`src/rtl/imm_pkg.sv`:
```
// Package for the integer matrix multiply block: sizes, command and register
// codes, controller states, the command/status structs and the dimension clamp.
// No dependencies.
package imm_pkg;

    localparam int MAX_DIM = 8;
    localparam int IDX_W   = $clog2(MAX_DIM);
    localparam int ADDR_W  = 2 * IDX_W;
    localparam int DEPTH   = MAX_DIM * MAX_DIM;
    localparam int DIM_W   = 4;
    localparam int DATA_W  = 32;
    localparam int OP_W    = 2;
    localparam int CFG_IDX_W = 2;

    typedef enum logic [OP_W-1:0] {
        OP_WR_A    = 2'd0,
        OP_WR_B    = 2'd1,
        OP_COMPUTE = 2'd2
    } imm_op_t;

    typedef enum logic [CFG_IDX_W-1:0] {
        CFG_A_ROWS    = 2'd0,
        CFG_INNER_DIM = 2'd1,
        CFG_B_COLS    = 2'd2
    } imm_cfg_t;

    typedef enum logic [1:0] {
        ST_IDLE,
        ST_RUN,
        ST_WAIT
    } imm_state_t;

    // Controller to datapath.
    typedef struct packed {
        logic             a_we;
        logic             b_we;
        logic             issue;
        logic             issue_last;
        logic [IDX_W-1:0] row_sel;
        logic [IDX_W-1:0] col_sel;
        logic [IDX_W-1:0] k_sel;
        logic             clear_acc;
        logic             set_done;
        logic             load_out;
        logic             out_last;
    } imm_cmd_t;

    // Datapath to controller.
    typedef struct packed {
        logic acc_done;
        logic out_free;
    } imm_stat_t;

    // Saturate a dimension register to MAX_DIM.
    function automatic logic [DIM_W-1:0] clamp_dim(input logic [DIM_W-1:0] v);
        logic [DIM_W-1:0] lim;
        lim = DIM_W'(MAX_DIM);
        return (v > lim) ? lim : v;
    endfunction

endpackage

```
`src/rtl/imm_datapath.sv`:
```
// Datapath for the integer matrix multiply block: A and B stores with valid
// bits, registered reads, multiplier, accumulator and output register.
// Depends on imm_pkg.
module imm_datapath (
    input  logic                          clk,
    input  logic                          rst_n,
    input  imm_pkg::imm_cmd_t             dp_cmd,
    output imm_pkg::imm_stat_t            stat,
    input  logic [imm_pkg::IDX_W-1:0]     row_index,
    input  logic [imm_pkg::IDX_W-1:0]     col_index,
    input  logic signed [imm_pkg::DATA_W-1:0] elem_value,
    output logic                          out_valid,
    input  logic                          out_stall,
    output logic [imm_pkg::IDX_W-1:0]     out_row,
    output logic [imm_pkg::IDX_W-1:0]     out_col,
    output logic signed [imm_pkg::DATA_W-1:0] prod_value,
    output logic                          last_flag
);
    import imm_pkg::*;

    logic [DATA_W-1:0] a_mem [DEPTH];
    logic [DATA_W-1:0] b_mem [DEPTH];
    logic [DEPTH-1:0]  a_vld_reg, b_vld_reg;

    logic [ADDR_W-1:0] wr_addr, a_raddr, b_raddr;
    logic [DATA_W-1:0] a_rd_reg, b_rd_reg;
    logic              a_rd_vld_reg, b_rd_vld_reg;
    logic              s1_vld_reg, s1_last_reg;
    logic [DATA_W-1:0] a_q, b_q, prod_next, prod_reg;
    logic              s2_vld_reg, s2_last_reg;
    logic [DATA_W-1:0] acc_reg;
    logic              acc_done_reg;
    logic              out_valid_reg;
    logic [IDX_W-1:0]  out_row_reg, out_col_reg;
    logic [DATA_W-1:0] out_val_reg;
    logic              out_last_reg;

    assign wr_addr = {row_index, col_index};
    assign a_raddr = {dp_cmd.row_sel, dp_cmd.k_sel};
    assign b_raddr = {dp_cmd.k_sel, dp_cmd.col_sel};

    always_ff @(posedge clk)
    begin
        if (dp_cmd.a_we)
        begin
            a_mem[wr_addr] <= elem_value;
        end
        if (dp_cmd.b_we)
        begin
            b_mem[wr_addr] <= elem_value;
        end
        a_rd_reg <= a_mem[a_raddr];
        b_rd_reg <= b_mem[b_raddr];
    end

    // Unwritten entries read as zero.
    assign a_q       = a_rd_vld_reg ? a_rd_reg : '0;
    assign b_q       = b_rd_vld_reg ? b_rd_reg : '0;
    assign prod_next = DATA_W'(a_q * b_q);

    always_ff @(posedge clk)
    begin
        prod_reg <= prod_next;
    end

    always_ff @(posedge clk or negedge rst_n)
    begin
        if (!rst_n)
        begin
            a_vld_reg    <= '0;
            b_vld_reg    <= '0;
            a_rd_vld_reg <= 1'b0;
            b_rd_vld_reg <= 1'b0;
            s1_vld_reg   <= 1'b0;
            s1_last_reg  <= 1'b0;
            s2_vld_reg   <= 1'b0;
            s2_last_reg  <= 1'b0;
        end
        else
        begin
            if (dp_cmd.a_we)
            begin
                a_vld_reg[wr_addr] <= 1'b1;
            end
            if (dp_cmd.b_we)
            begin
                b_vld_reg[wr_addr] <= 1'b1;
            end
            a_rd_vld_reg <= a_vld_reg[a_raddr];
            b_rd_vld_reg <= b_vld_reg[b_raddr];
            s1_vld_reg   <= dp_cmd.issue;
            s1_last_reg  <= dp_cmd.issue_last;
            s2_vld_reg   <= s1_vld_reg;
            s2_last_reg  <= s1_last_reg;
        end
    end

    always_ff @(posedge clk or negedge rst_n)
    begin
        if (!rst_n)
        begin
            acc_reg      <= '0;
            acc_done_reg <= 1'b0;
        end
        else if (dp_cmd.clear_acc)
        begin
            acc_reg      <= '0;
            acc_done_reg <= dp_cmd.set_done;
        end
        else if (s2_vld_reg)
        begin
            acc_reg <= acc_reg + prod_reg;
            if (s2_last_reg)
            begin
                acc_done_reg <= 1'b1;
            end
        end
    end

    always_ff @(posedge clk or negedge rst_n)
    begin
        if (!rst_n)
        begin
            out_valid_reg <= 1'b0;
        end
        else if (dp_cmd.load_out)
        begin
            out_valid_reg <= 1'b1;
        end
        else if (!out_stall)
        begin
            out_valid_reg <= 1'b0;
        end
    end

    always_ff @(posedge clk)
    begin
        if (dp_cmd.load_out)
        begin
            out_row_reg  <= dp_cmd.row_sel;
            out_col_reg  <= dp_cmd.col_sel;
            out_val_reg  <= acc_reg;
            out_last_reg <= dp_cmd.out_last;
        end
    end

    assign stat.acc_done = acc_done_reg;
    assign stat.out_free = !out_valid_reg || !out_stall;

    assign out_valid  = out_valid_reg;
    assign out_row    = out_row_reg;
    assign out_col    = out_col_reg;
    assign prod_value = out_val_reg;
    assign last_flag  = out_last_reg;

`ifndef SYNTHESIS
    a_clear_when_drained: assert property (@(posedge clk) disable iff (!rst_n)
        dp_cmd.clear_acc |-> (!s1_vld_reg && !s2_vld_reg))
        else $error("accumulator cleared with products in flight");
`endif

endmodule

```
`config.mk`:
```
export PLATFORM = sky130hd
export DESIGN_NAME = imm_datapath
export DESIGN_NICKNAME = d
export VERILOG_FILES = /design/src/rtl/imm_pkg.sv /design/src/rtl/imm_datapath.sv
export SDC_FILE = /design/constraint.sdc
export NUM_CORES = 2
export LEC_CHECK = 0
export CORE_MARGIN = 5
export CORE_UTILIZATION = 30
export DETAILED_ROUTE_END_ITERATION = 12
export DONT_BUFFER_PORTS = 1
export GPL_ROUTABILITY_DRIVEN = 0
export PLACE_DENSITY = 0.55
export SETUP_SLACK_MARGIN = 0.3
export SYNTH_ARGS = -nofsm -noshare
export SYNTH_HDL_FRONTEND = slang
export SYNTH_SLANG_ARGS = --single-unit
```
`constraint.sdc`:
```
create_clock -name clk -period 7.42 [get_ports clk]
set_input_delay 2.226 -clock clk [delete_from_list [all_inputs] [get_ports clk]]
set_output_delay 2.226 -clock clk [all_outputs]
set_load 0.05 [all_outputs]
```
==> summary.md <==
In this run, placement finished with an instance count of 16430. For the post-placement cell area, the log shows 0.1934 mm^2. The logs give -12.06% for the worst max-slew margin expressed relative to the limit and 15.91% for the overall global routing resource usage. Async set-or-reset flop fraction in the synthesized netlist: 3.819%. The origin of the worst min-delay path is s1_last_reg. After synthesis the netlist holds a flip-flop and latch count of 4399. The quantity of hold-fixing buffers added after cts is 0. The run gives 205.9 mm as the wire length the detailed router placed on met1. Sorting the synthesized cells by area gives the leading types as sky130_fd_sc_hd__edfxtp_1 (68%), sky130_fd_sc_hd__mux4_2 (17%), sky130_fd_sc_hd__fa_1 (4.5%), sky130_fd_sc_hd__dfrtp_1 (2.3%), sky130_fd_sc_hd__ha_1 (1.1%).

The largest registers in the layout are a_mem x2048, b_mem x2048. The via count of the first global-routing pass was 91340. Based on the critical path, the design can be clocked at up to 141.0 MHz. The wire-length estimate of the detail-placed layout is 287.1 mm. The analysis attributes to cell leakage a power of 67.60 nW. The run gives 1.08 ns as the latest clock arrival within the worst-skew pair. The flow ran to the end, but the final reports show violations. Buffers inserted during clock tree synthesis total 455. The uppermost signal routing layer after detailed routing is met5.

The run gives 0.06011 W as the sum of internal, switching and leakage power. The checks that failed: max-slew violations. The mean post-synth cell area came out at 21.30 um^2. Launching point of the worst reg2reg path: a_rd_vld_reg.

Between clock sinks in the finished design, the worst skew comes to 0.09426 ns. The core footprint was 0.6055 mm^2. TritonCTS built the clock tree. Cell at the slowest stage of the critical path: sky130_fd_sc_hd__fa_1. In the routed layout, each cell is associated on average with a via count of 5.030. After detailed routing, the number of remaining DRC violations is 0. The length of routed met3 wiring was 43.19 mm; the pin count of the biggest net entering global routing was 530. The worst setup path is captured at a register. The tools report the summed instance area of the synthesized netlist as 0.1819 mm^2.

Relative to the synthesized area, the layout overhead comes to 15.40%. The wire length reported by the detailed router was 505.6 mm; the area of the die was 0.6221 mm^2. sky130_fd_sc_hd__edfxtp_1 takes more of the synthesized area than any other cell. The number of nets in the final layout is 9491.

The maximum cell stage delay along the critical path came out at 0.57 ns. The logs give 30.05% for the initial standard-cell utilization of the core and 710.2 mm for the global-route wire length before repair. The worst path in the final design needs a cycle of 7.094 ns, including I/O delays and setup. The worst setup path is launched from a register. The maximum fanout count along the critical path is 7. Counting cells, the worst reg-to-reg path comes to 23. The critical path start-end classification was reg -> reg. Excluding fillers, the count of instances in the completed layout stands at 17350. The run gives 0.0002542 V as the maximum ir drop on the vdd rail. Synthesis handed over a netlist of 8541 instances. Leaving out fill and tap cells, the most frequent cell in the layout is sky130_fd_sc_hd__edfxtp_1. In this run the count of I/O pins placed on the die edge is 100. Cell seen most often among critical-path stages: sky130_fd_sc_hd__fa_1. The run gives 71.62% as the sequential-to-total area share from yosys stat.

The worst register-to-register path ends at prod_reg[30]. The tools report the required time of the worst setup path as 8.29 ns. The port buffer count came out at 0. The signal on the critical path passes through buf_6 -> clkbuf_16 -> and2_4 -> nand3_1 -> fa_1 -> fa_1 -> inv_1 -> fa_1 -> inv_1 -> fa_1 -> inv_1 -> fa_1 -> fa_1 -> fa_1 -> fa_1 -> ha_4 -> nand2_1 -> nor3_4 -> nand2_2 -> o31a_1 -> a211oi_2 -> mux2i_1 -> o2111ai_1.

The count of routing violations after the opening detailed-route iteration was 10780; the overflow left after global routing was 0. The logs give 233 for the count of pins over their slew limit and 5 for the number of levels the H-tree was split into. Post-route clock period utilization: 95.61%. Cells with a size suffix above 1 make up 29.58% of the layout. The count of different cell masters after synthesis was 65; the transition time of the tightest slew-check pin was 1.681 ns. Dividing total power by cell area gives a power density of 286.4 mW/mm^2. For the count of endpoints failing hold in the final timing report, the log shows 0. Counting every net in the synthesized netlist gives 9162. The library cells used most frequently in the layout, excluding fill and tap cells, are sky130_fd_sc_hd__edfxtp_1 (4135), sky130_fd_sc_hd__mux4_2 (1386), sky130_fd_sc_hd__clkbuf_16 (460). Detailed routing inserted a total of 87290 vias.

The floorplan die width works out to 788.7 um. The worst hold path class is reg -> reg. From bottom edge to top edge, the die measures 788.7 um. Once layout is done, the placed cells without fillers occupy 0.2099 mm^2. After detailed routing, the met2 layer carries 242.2 mm of wire.

After synthesis, the largest area contributor takes up 68.25% of total cell area. Yosys mapped a number of flops with a built-in enable equal to 4135. Once layout is complete, the utilization of the core stands at 34.67%. Counting every sink on the clock net gives 4399. Setup violations remaining at the end of the flow were counted as 0. For the remaining antenna violation count, the log shows 0. Row generation in the floorplan step produced 286 rows. After routing, the total negative slack on setup checks comes to 0 ns. The number of instances on the worst hold path is 0. The max capacitance violation total is 0, and the number of antenna violations at the first check in global routing is 72. The clock transition time at the flip-flop clock pins of the worst setup and hold paths came out at 0.06 ns. The buffer levels on the longest clock path was 4.

The first TritonRoute pass finished after 6 iterations. The per-cell routed wire length is 29.14 um. Leading register cell type out of synthesis: sky130_fd_sc_hd__edfxtp_1. In this run the clock root is driven by a sky130_fd_sc_hd__clkbuf_16.

Setup repair after global routing could not meet its margin everywhere. The Yosys step of the flow raised 0 warnings. Data arrives at the worst endpoint at 7.96 ns.

The path with the worst hold slack has its endpoint at s2_last_reg. In this run the register-to-register setup slack is 0.33 ns.
## worst max-delay path, delay by kind of cell, from the launching register on
kind	cells	cell delay, ns
compound gates	3	0.68
fa+ha+maj	9	4.38
buf+inv	5	0.51
flops	1	0.43
mux	1	0.22
simple gates	5	0.68
## kinds of logic (layout without fill, tap and decap cells)
family / after synthesis / after routing / share of synthesized area, %
simple gates: 1067 / 1067 / 2.605
xor+xnor: 108 / 108 / 0.5351
flops: 4399 / 4399 / 71.62
fa+ha+maj: 563 / 563 / 5.560
buf+inv: 836 / 1555 / 1.829
mux: 1408 / 1408 / 17.28
compound gates: 160 / 160 / 0.5715
other cells: 0 / 29 / 0
## where the power goes
group	leakage, nW	internal (W)	switching (W)
Combinational	20.0	0.00383	0.00488
Clock	7.41	0.0133	0.00988
Sequential	40.2	0.0277	0.000520
## timing repair
item	in CTS	in global routing
gates resized for setup	34	143
buffers inserted	1	32
setup endpoints to repair	10	14
pin swaps	2	33
hold endpoints to repair	0	0
gates cloned	1	5
## through the flow
stage / hold slack [ns] / worst slack [ns]
final: 0.3552 / 0.3259
after global routing: 0.3685 / 0.1163
after CTS: 0.3605 / 0.2174
after detailed placement: 0.3450 / 0.07457
after global placement: 0.3438 / 0.1215
after floorplan: 0.3312 / 0.3000
## routing by layer
layer,global-route usage [%],vias to the layer above
met3,3.331,708
met1,21.81,47870
met5,0,-
met2,25.79,3677
met4,4.309,20
li1,-,35010
## final cells by class
type / count / area, um^2
multi-input combinational: 3306 / 49850
tap: 8064 / 10090
antenna: 29 / 72.57
clock buffer: 580 / 12190
sequential: 4399 / 130300
fill: 55850 / 395500
inverter: 415 / 1558
timing repair buffer: 293 / 2833
clock inverter: 267 / 3034
## cell usage after synthesis, types with 18 or more instances
cell type and number:
sky130_fd_sc_hd__edfxtp_1 4135, sky130_fd_sc_hd__xor2_1 18, sky130_fd_sc_hd__nand3_1 57, sky130_fd_sc_hd__clkbuf_1 266, sky130_fd_sc_hd__buf_1 41, sky130_fd_sc_hd__inv_1 415, sky130_fd_sc_hd__or2_2 128, sky130_fd_sc_hd__mux2i_1 22
sky130_fd_sc_hd__and2_1 52, sky130_fd_sc_hd__a21oi_1 49, sky130_fd_sc_hd__xnor2_1 88, sky130_fd_sc_hd__nand2_1 292, sky130_fd_sc_hd__dfrtp_1 168, sky130_fd_sc_hd__dfxtp_1 96, sky130_fd_sc_hd__ha_1 154, sky130_fd_sc_hd__mux4_2 1386
sky130_fd_sc_hd__nor2_1 467, sky130_fd_sc_hd__o21ai_0 28, sky130_fd_sc_hd__fa_1 409, sky130_fd_sc_hd__buf_2 100
## worst max-delay path by stage
stage / startpoint / endpoint / slack [ns]
after floorplan: b_rd_vld_reg / prod_reg[30] / 0.30
after global placement: a_rd_vld_reg / prod_reg[30] / 0.12
after detailed placement: a_rd_reg[7] / prod_reg[16] / 0.07
after CTS: a_rd_vld_reg / prod_reg[30] / 0.22
after global routing: a_rd_vld_reg / prod_reg[30] / 0.12
final: a_rd_vld_reg / prod_reg[30] / 0.33
Note: power is estimated with default switching activity, not from simulation.
