`config.mk`:
```
export PLATFORM = sky130hd
export DESIGN_NAME = imm_ctrl
export DESIGN_NICKNAME = d
export VERILOG_FILES = /design/src/rtl/imm_pkg.sv /design/src/rtl/imm_ctrl.sv
export SDC_FILE = /design/constraint.sdc
export NUM_CORES = 1
export LEC_CHECK = 0
export ABC_AREA = 0
export ABC_CLOCK_PERIOD_IN_PS = 2600
export CELL_PAD_IN_SITES_DETAIL_PLACEMENT = 1
export CELL_PAD_IN_SITES_GLOBAL_PLACEMENT = 1
export CORE_MARGIN = 8
export CORE_UTILIZATION = 48
export DETAILED_ROUTE_END_ITERATION = 16
export DONT_BUFFER_PORTS = 1
export HOLD_SLACK_MARGIN = 0.12
export PLACE_DENSITY = 0.85
export SLEW_MARGIN = 0
export SYNTH_ARGS = -nofsm -noshare
export SYNTH_HDL_FRONTEND = slang
export SYNTH_SLANG_ARGS = --single-unit
```
`constraint.sdc`:
```
create_clock -name clk -period 2.6 [get_ports clk]
set_input_delay 0 -clock clk [delete_from_list [all_inputs] [get_ports clk]]
set_output_delay 0 -clock clk [all_outputs]
set_load 0.05 [all_outputs]
```
`src/rtl/imm_pkg.sv`:
```
// Package for the integer matrix multiply block: sizes, command and register
// codes, controller states, the command/status structs and the dimension clamp.
// No dependencies.
package imm_pkg;

    localparam int MAX_DIM = 8;
    localparam int IDX_W   = $clog2(MAX_DIM);
    localparam int ADDR_W  = 2 * IDX_W;
    localparam int DEPTH   = MAX_DIM * MAX_DIM;
    localparam int DIM_W   = 4;
    localparam int DATA_W  = 32;
    localparam int OP_W    = 2;
    localparam int CFG_IDX_W = 2;

    typedef enum logic [OP_W-1:0] {
        OP_WR_A    = 2'd0,
        OP_WR_B    = 2'd1,
        OP_COMPUTE = 2'd2
    } imm_op_t;

    typedef enum logic [CFG_IDX_W-1:0] {
        CFG_A_ROWS    = 2'd0,
        CFG_INNER_DIM = 2'd1,
        CFG_B_COLS    = 2'd2
    } imm_cfg_t;

    typedef enum logic [1:0] {
        ST_IDLE,
        ST_RUN,
        ST_WAIT
    } imm_state_t;

    // Controller to datapath.
    typedef struct packed {
        logic             a_we;
        logic             b_we;
        logic             issue;
        logic             issue_last;
        logic [IDX_W-1:0] row_sel;
        logic [IDX_W-1:0] col_sel;
        logic [IDX_W-1:0] k_sel;
        logic             clear_acc;
        logic             set_done;
        logic             load_out;
        logic             out_last;
    } imm_cmd_t;

    // Datapath to controller.
    typedef struct packed {
        logic acc_done;
        logic out_free;
    } imm_stat_t;

    // Saturate a dimension register to MAX_DIM.
    function automatic logic [DIM_W-1:0] clamp_dim(input logic [DIM_W-1:0] v);
        logic [DIM_W-1:0] lim;
        lim = DIM_W'(MAX_DIM);
        return (v > lim) ? lim : v;
    endfunction

endpackage

```
`src/rtl/imm_ctrl.sv`:
```
// Controller for the integer matrix multiply block: dimension registers,
// input decode and the sequencer over rows, columns and the inner index.
// Depends on imm_pkg.
module imm_ctrl (
    input  logic                           clk,
    input  logic                           rst_n,
    input  logic                           cfg_we,
    input  logic [imm_pkg::CFG_IDX_W-1:0]  cfg_index,
    input  logic [imm_pkg::DIM_W-1:0]      cfg_data,
    input  logic                           in_valid,
    output logic                           in_stall,
    input  logic [imm_pkg::OP_W-1:0]       cmd,
    input  logic [imm_pkg::IDX_W-1:0]      row_index,
    input  logic [imm_pkg::IDX_W-1:0]      col_index,
    input  imm_pkg::imm_stat_t             stat,
    output imm_pkg::imm_cmd_t              dp_cmd
);
    import imm_pkg::*;

    imm_state_t       state_reg, state_next;
    logic [IDX_W-1:0] i_reg, i_next;
    logic [IDX_W-1:0] j_reg, j_next;
    logic [IDX_W-1:0] k_reg, k_next;
    logic [DIM_W-1:0] a_rows_reg, inner_reg, b_cols_reg;
    logic [DIM_W-1:0] nr, nk, nc;
    logic             k_last, j_last, i_last, entry_last;

    assign nr = clamp_dim(a_rows_reg);
    assign nk = clamp_dim(inner_reg);
    assign nc = clamp_dim(b_cols_reg);

    assign k_last     = ({1'b0, k_reg} == (nk - DIM_W'(1)));
    assign j_last     = ({1'b0, j_reg} == (nc - DIM_W'(1)));
    assign i_last     = ({1'b0, i_reg} == (nr - DIM_W'(1)));
    assign entry_last = i_last && j_last;

    always_ff @(posedge clk or negedge rst_n)
    begin
        if (!rst_n)
        begin
            a_rows_reg <= DIM_W'(MAX_DIM);
            inner_reg  <= DIM_W'(MAX_DIM);
            b_cols_reg <= DIM_W'(MAX_DIM);
        end
        else if (cfg_we)
        begin
            case (imm_cfg_t'(cfg_index))
                CFG_A_ROWS:    a_rows_reg <= cfg_data;
                CFG_INNER_DIM: inner_reg  <= cfg_data;
                CFG_B_COLS:    b_cols_reg <= cfg_data;
                default:       ;
            endcase
        end
    end

    always_ff @(posedge clk or negedge rst_n)
    begin
        if (!rst_n)
        begin
            state_reg <= ST_IDLE;
            i_reg     <= '0;
            j_reg     <= '0;
            k_reg     <= '0;
        end
        else
        begin
            state_reg <= state_next;
            i_reg     <= i_next;
            j_reg     <= j_next;
            k_reg     <= k_next;
        end
    end

    always_comb
    begin
        state_next     = state_reg;
        i_next         = i_reg;
        j_next         = j_reg;
        k_next         = k_reg;
        in_stall       = (state_reg != ST_IDLE);
        dp_cmd         = '0;
        dp_cmd.row_sel = i_reg;
        dp_cmd.col_sel = j_reg;
        dp_cmd.k_sel   = k_reg;

        case (state_reg)
            ST_IDLE:
            begin
                if (in_valid)
                begin
                    case (imm_op_t'(cmd))
                        OP_WR_A:
                            dp_cmd.a_we = ({1'b0, row_index} < nr) && ({1'b0, col_index} < nk);
                        OP_WR_B:
                            dp_cmd.b_we = ({1'b0, row_index} < nk) && ({1'b0, col_index} < nc);
                        OP_COMPUTE:
                        begin
                            if ((nr != '0) && (nc != '0))
                            begin
                                i_next           = '0;
                                j_next           = '0;
                                k_next           = '0;
                                dp_cmd.clear_acc = 1'b1;
                                if (nk == '0)
                                begin
                                    dp_cmd.set_done = 1'b1;
                                    state_next      = ST_WAIT;
                                end
                                else
                                begin
                                    state_next = ST_RUN;
                                end
                            end
                        end
                        default: ;
                    endcase
                end
            end

            ST_RUN:
            begin
                dp_cmd.issue      = 1'b1;
                dp_cmd.issue_last = k_last;
                if (k_last)
                begin
                    k_next     = '0;
                    state_next = ST_WAIT;
                end
                else
                begin
                    k_next = k_reg + IDX_W'(1);
                end
            end

            ST_WAIT:
            begin
                if (stat.acc_done && stat.out_free)
                begin
                    dp_cmd.load_out = 1'b1;
                    dp_cmd.out_last = entry_last;
                    if (entry_last)
                    begin
                        state_next = ST_IDLE;
                    end
                    else
                    begin
                        if (j_last)
                        begin
                            j_next = '0;
                            i_next = i_reg + IDX_W'(1);
                        end
                        else
                        begin
                            j_next = j_reg + IDX_W'(1);
                        end
                        k_next           = '0;
                        dp_cmd.clear_acc = 1'b1;
                        if (nk == '0)
                        begin
                            dp_cmd.set_done = 1'b1;
                        end
                        else
                        begin
                            state_next = ST_RUN;
                        end
                    end
                end
            end

            default:
            begin
                state_next = ST_IDLE;
            end
        endcase
    end

`ifndef SYNTHESIS
    a_no_write_during_issue: assert property (@(posedge clk) disable iff (!rst_n)
        dp_cmd.issue |-> !(dp_cmd.a_we || dp_cmd.b_we))
        else $error("store write during product issue");

    a_load_needs_result: assert property (@(posedge clk) disable iff (!rst_n)
        dp_cmd.load_out |-> (stat.acc_done && stat.out_free))
        else $error("output load without a finished sum or free output");
`endif

endmodule

```
==> results of run 1 <==
-- through the flow --
stage / cell area [sq um] / utilization (%) / setup WS [ns]
floorplan: 1663 / - / -0.02609
global placement: 1822 / 55.03 / 0.1692
detailed placement: 1822 / 55.03 / 0.03647
CTS: 2112 / 63.79 / 0.02146
global route: 2241 / 67.69 / -0.1020
finish: 2241 / 67.69 / -0.09310
-- worst reg2reg max path, cell delays in order (launching register included) --
cell and delay (ns):
dfstp_2 0.62, nand2b_4 0.18, ha_4 0.22, xnor2_4 0.14
a221o_1 0.35, o41ai_4 0.41, buf_6 0.18, buf_4 0.13
o21bai_1 0.09, a211oi_1 0.26
-- final cells by class --
cell class	count	area [sq um]	share of cell area, %
Clock buffer	4	26.28	1.173
Inverter	4	15.01	0.6700
Multi-Input combinational cell	129	1171	52.26
Sequential cell	23	579.3	25.85
Tap cell	46	57.56	2.568
Timing Repair Buffer	44	391.6	17.48
-- timing repair --
action | 4_1_cts | 5_1_grt
gates resized for setup | 7 | 13
hold endpoints to repair | 37 | 0
endpoints found under the setup margin | 3 | 12
buffers inserted | 7 | 6
pin swaps | 3 | 3
hold buffers | 17 | 0
gates cloned | 0 | 0
-- report_power, final --
part	leakage [uW]	internal [uW]	total (uW)	switching [uW]
clock	0.0000150	60.5	188	128
combinational	0.000689	545	1320	778
sequential	0.000284	459	711	252
-- per-layer routing --
layer | vias up | part of all wire (%) | GRT usage (%) | wire length [um]
li1 | 673 | - | - | -
met1 | 824 | 36 | 25.81 | 2707
met2 | 83 | 51 | 44.34 | 3813
met3 | 30 | 8.5 | 5.660 | 638
met4 | 0 | 5.1 | 9.783 | 381
met5 | - | 0 | 0 | 0
-- cells by family (layout without fill, tap and decap cells) --
family	count (synthesis)	in the layout	synth area share, %
AO/OA/AOI/OAI	32	32	15.95
AND/OR/NAND/NOR	57	57	20.81
multiplexers	14	14	9.491
adder cells (fa/ha/maj)	16	16	12.15
buffers and inverters	5	52	1.138
XOR/XNOR	10	10	5.315
flip-flops	23	23	35.16
-- worst max path at each step --
stage / endpoint / slack, ns / depth (start not counted)
6_report: j_reg[2] / -0.09 / 9
5_1_grt: j_reg[2] / -0.10 / 9
4_1_cts: dp_cmd[3] / 0.02 / 7
3_5_place_dp: j_reg[2] / 0.04 / 8
3_3_place_gp: j_reg[2] / 0.17 / 8
2_1_floorplan: state_reg[1] / -0.03 / 7
-- cells in the final DEF (no fill, tap or decap), drive strengths merged, types with 3 or more instances in the layout --
master / instances
buf: 27
dfrtp: 20
dlygate4sd3: 17
ha: 16
nand2b: 14
mux2: 13
nand2: 8
nor2b: 6
nand3: 6
xnor2: 6
o21ai: 6
a21oi: 5
xor2: 4
inv: 4
o21bai: 4
nor3b: 4
nand3b: 4
clkbuf: 4
a221o: 3
dfstp: 3
or2: 3
==> flow_summary.yaml, run 1 <==
die:
  fp.dieW_um: 74.59
  design.die.area_sq_um: 5564
  core-area_sq_um: 3311
  start_util_pct: 49.77
  boundaryPins: 38
  dieHeight_um: 74.59
  fp-row-count: 21
yosys:
  syn_area_sq_um: 1648
  synth_ff_type: "dfrtp_1"
  synthTopCellsByCount: "dfrtp_1 (20), ha_1 (16), nand2b_1 (14), mux2_2 (13), nand2_1 (8)"
  synth_most_common_cell: "dfrtp_1"
  yosys_register_bits: 23
  avgSynthCellArea_sq_um: 10.50
  netlist_instances: 157
  synth.area.top_cells: "dfrtp_1 (30%), ha_1 (12%), mux2_2 (8.9%)"
  yosys_warnings: 0
  synth_top_area_cell: "dfrtp_1"
  synth_nets: 193
  synth_cell_types: 43
  yosysTopAreaCellShare_pct: 30.37
  ys_async_sr_fraction_pct: 100.0
  synth_edf_count: 0
  synth_seq_area_share_pct: 35.16
drt:
  drt_wl_total_mm: 7.540
  vias_per_cell: 6.440
  avgRoutedWirePerCell_um: 30.16
  drc: 0
  vias: 1610
  drt-initial-drc-count: 136
  ant_nets: 0
  first_pass_iters: 4
status:
  violations: "setup timing"
  status: "finished, violations left"
worst_setup_path:
  path_class: "reg -> reg"
  worstPathCellList: "nand2b_4 -> ha_4 -> xnor2_4 -> a221o_1 -> o41ai_4 -> buf_6 -> buf_4 -> o21bai_1 -> a211oi_1"
  slowest_delay_ns: 0.62
  cp_data_required_time_ns: 2.84
  startpoint_type: "flip-flop"
  cp-end-kind: "flip-flop"
  reg2regPathDepth: 9
  crit_fanout: 6
  arrival_ns: 2.93
  worstReg2RegStart: "a_rows_reg[3]"
  crit_family: "compound AO/OA/AOI/OAI gates"
  crit_slowest_cell: "dfstp_2"
  rrSetupSlack_ns: -0.09
  worstReg2RegEnd: "j_reg[2]"
  crit_start: "a_rows_reg[3]"
  critPathBufInv: 2
sta:
  max_slew_margin_pct: 25.79
  fin_crit_sh_pct: 103.6
  grt_setup_unrepaired: "true"
  setup_ws_ns: -0.09310
  fin_tns_setup_ns: -0.2189
  hold_violations: 0
  finalMaxSlewViolations: 0
  fin_skew_ns: 0.003636
  holdWs_ns: 0.2734
  max_freq_ghz: 0.3713
  worstMarginPinSlew_ns: 1.109
  post-route-min-period_ns: 2.693
  setup_violations: 3
placement:
  place.gp.congestion: 0.8108
  place_hpwl_mm: 4.051
  portBuffers: 0
  dp_cells: 216
clock_network:
  cts_tree: "built"
  clock_latency_ns: 0.34
  clk_pin_slew_ns: 0.14
  htreeDepth: 1
  clockRootBuffer: "clkbuf_4"
  cts_made_buffers: 3
  clock-sinks: 23
  cts.path.max_buffers: 2
finish:
  diodes: 0
  area_growth_pct: 35.99
  nNetsFinal: 241
  drive_gt1_share_pct: 32.35
  fillers: 366
  final_cells: 250
global_route:
  grt_max_degree: 24
  antenna_found_initial: 0
  grt.overflow.total: 0
  grt_usage_pct: 24.21
  grt_pass1_vias: 1795
  grt_pass1_wl_mm: 9.867
power:
  leakagePower_uw: 0.0009879
  power_density_nw_per_um2: 991.5
  vdd_ir_drop_max_mv: 0.7051
  power_uw: 2222
worst_hold_path:
  hold-path-endpoint: "i_reg[2]"
  hold_path_depth: 4
  hold_start: "in_valid"
  hold_class: "in -> reg"
job:
  cap_violations: 0
No activity file was read; power rests on OpenSTA's default activity.
==> run 2: changes to the inputs <==
CORE_ASPECT_RATIO = 1.1   (was not set)
==> run 2 against run 1 <==
The flow now finishes without violations. Clock skew increased by 0.010 ns. Sequential power down 6.3%. Largest cell class unchanged. Via count shrank 5.9%. Total power shrank 7.4%. Utilization decreased by 2.6 points. Non-clock buffer count fell by 6. Global-route usage decreased by 2.6 points. Fmax up 3.7%. Wire length decreased by 18%. Critical endpoint is now dp_cmd[3]. Clock power barely moved. Clock-buffer cell count down 1.
==> flow_summary.yaml, run 2 (synthesis gave the netlist of run 1 again) <==
status:
  status: "complete, no violations"
drt:
  avgRoutedWirePerCell_um: 26.34
  first_pass_iters: 4
  drt-initial-drc-count: 81
  vias_per_cell: 6.447
  vias: 1515
  drc: 0
  drt_wl_total_mm: 6.189
  ant_nets: 0
clock_network:
  cts_tree: "built"
  cts.path.max_buffers: 2
  clock_latency_ns: 0.34
  cts_made_buffers: 3
  clk_pin_slew_ns: 0.16
  clock-sinks: 23
  htreeDepth: 1
  clockRootBuffer: "clkbuf_4"
global_route:
  grt.overflow.total: 0
  grt_max_degree: 24
  grt_pass1_vias: 1736
  grt_pass1_wl_mm: 9.453
  grt_usage_pct: 21.58
  antenna_found_initial: 1
finish:
  final_cell_mix: "dfrtp_1 (20), buf_4 (20), ha_1 (15), dlygate4sd3_1 (15), mux2_2 (13)"
  final_cells: 235
  multi_input_area_sq_um: 1141
  drive_gt1_share_pct: 31.31
  layout.area.seq_sq_um: 579.3
  postLayoutCoreUtil_pct: 65.11
  area_growth_pct: 30.52
  fillers: 344
  nNetsFinal: 235
die:
  dieHeight_um: 77.45
  fp-row-count: 22
  design.die.area_sq_um: 5566
  start_util_pct: 49.89
  fp.dieW_um: 71.87
  core-area_sq_um: 3303
  boundaryPins: 38
worst_setup_path:
  rrSetupSlack_ns: 0.03
  arrival_ns: 2.60
  cp-end-kind: "primary output"
  crit_start: "b_cols_reg[3]"
  worstReg2RegStart: "b_cols_reg[3]"
  cp_data_required_time_ns: 2.60
  path_class: "reg -> out"
  critPathCapture: "dp_cmd[3]"
  startpoint_type: "flip-flop"
  crit_fanout: 4
  worstReg2RegEnd: "k_reg[2]"
  reg2regPathDepth: 9
sta:
  setup_ws_ns: 0.004009
  setup_violations: 0
  grt_setup_unrepaired: "true"
  post-route-min-period_ns: 2.596
  fin_crit_sh_pct: 99.85
  finalMaxSlewViolations: 0
  worstMarginPinSlew_ns: 1.114
  max_freq_ghz: 0.3852
  max_slew_margin_pct: 25.47
  fin_skew_ns: 0.01372
  hold_violations: 0
worst_hold_path:
  hold_start: "in_valid"
  hold_class: "in -> reg"
placement:
  place.gp.congestion: 0.8432
  dp_cells: 206
  place_hpwl_mm: 3.803
  portBuffers: 0
  pre_cts_slack_ns: 0.04902
power:
  vdd_ir_drop_max_mv: 0.7509
  leakagePower_uw: 0.0009525
  power_density_nw_per_um2: 956.9
job:
  cap_violations: 0
==> run 2: timing repair <==
action                                  in CTS  in global routing
hold buffers                                15                  0
resized for setup                            2                 14
buffers inserted                             4                  5
pin swaps                                    1                  2
endpoints found under the setup margin       4                  8
endpoints found under the hold margin       37                  0
==> run 2: area by class of cell <==
| class | instances | share of cell area [%] |
|---|---|---|
| Multi-Input combinational cell | 129 | 53.05 |
| Sequential cell | 23 | 26.93 |
| Timing Repair Buffer | 38 | 15.71 |
| Tap cell | 36 | 2.094 |
| Clock buffer | 3 | 1.047 |
| Inverter | 4 | 0.6981 |
| Clock inverter | 1 | 0.3490 |
| Antenna cell | 1 | 0.1163 |
==> run 2: worst min-delay path by stage <==
stage	end	slack, ns	depth (start not counted)
floorplan	a_rows_reg[0]	-0.30	0
CTS	k_reg[1]	0.27	5
global placement	inner_reg[0]	-0.29	0
global route	j_reg[1]	0.27	4
finish	j_reg[1]	0.26	4
detailed placement	inner_reg[1]	-0.30	0
==> run 2: power by group <==
group	internal, uW	total, uW	switching [uW]
Clock	59.1	191	132
Sequential	459	666	207
Combinational	486	1200	715
==> run 2: routing by layer <==
| metal | wire length (um) | GRT usage (%) |
|---|---|---|
| met3 | 383 | 6.041 |
| met2 | 3204 | 37.14 |
| met4 | 230 | 10.02 |
| met1 | 2371 | 23.88 |
| met5 | 0 | 0 |
==> run 2: critical path, stage by stage, from the launching register on <==
cell and delay, ns:
dfstp_2 0.60, nand2b_4 0.15, ha_1 0.25, xnor2_1 0.14, a221o_1 0.35, o41ai_4 0.35, buf_6 0.19, nand2_4 0.07
buf_8 0.15
==> run 2: per-stage QoR <==
stage	setup TNS (ns)	cell area [sq um]	hold slack, ns	power [uW]
after detailed placement	0	1809	-0.2950	1642
after floorplan	-0.02609	1663	-0.2956	1364
after CTS	0	2034	0.2681	1890
after global routing	-0.1207	2151	0.2712	2148
after global placement	0	1809	-0.2949	1572
final	0	2151	0.2553	2058
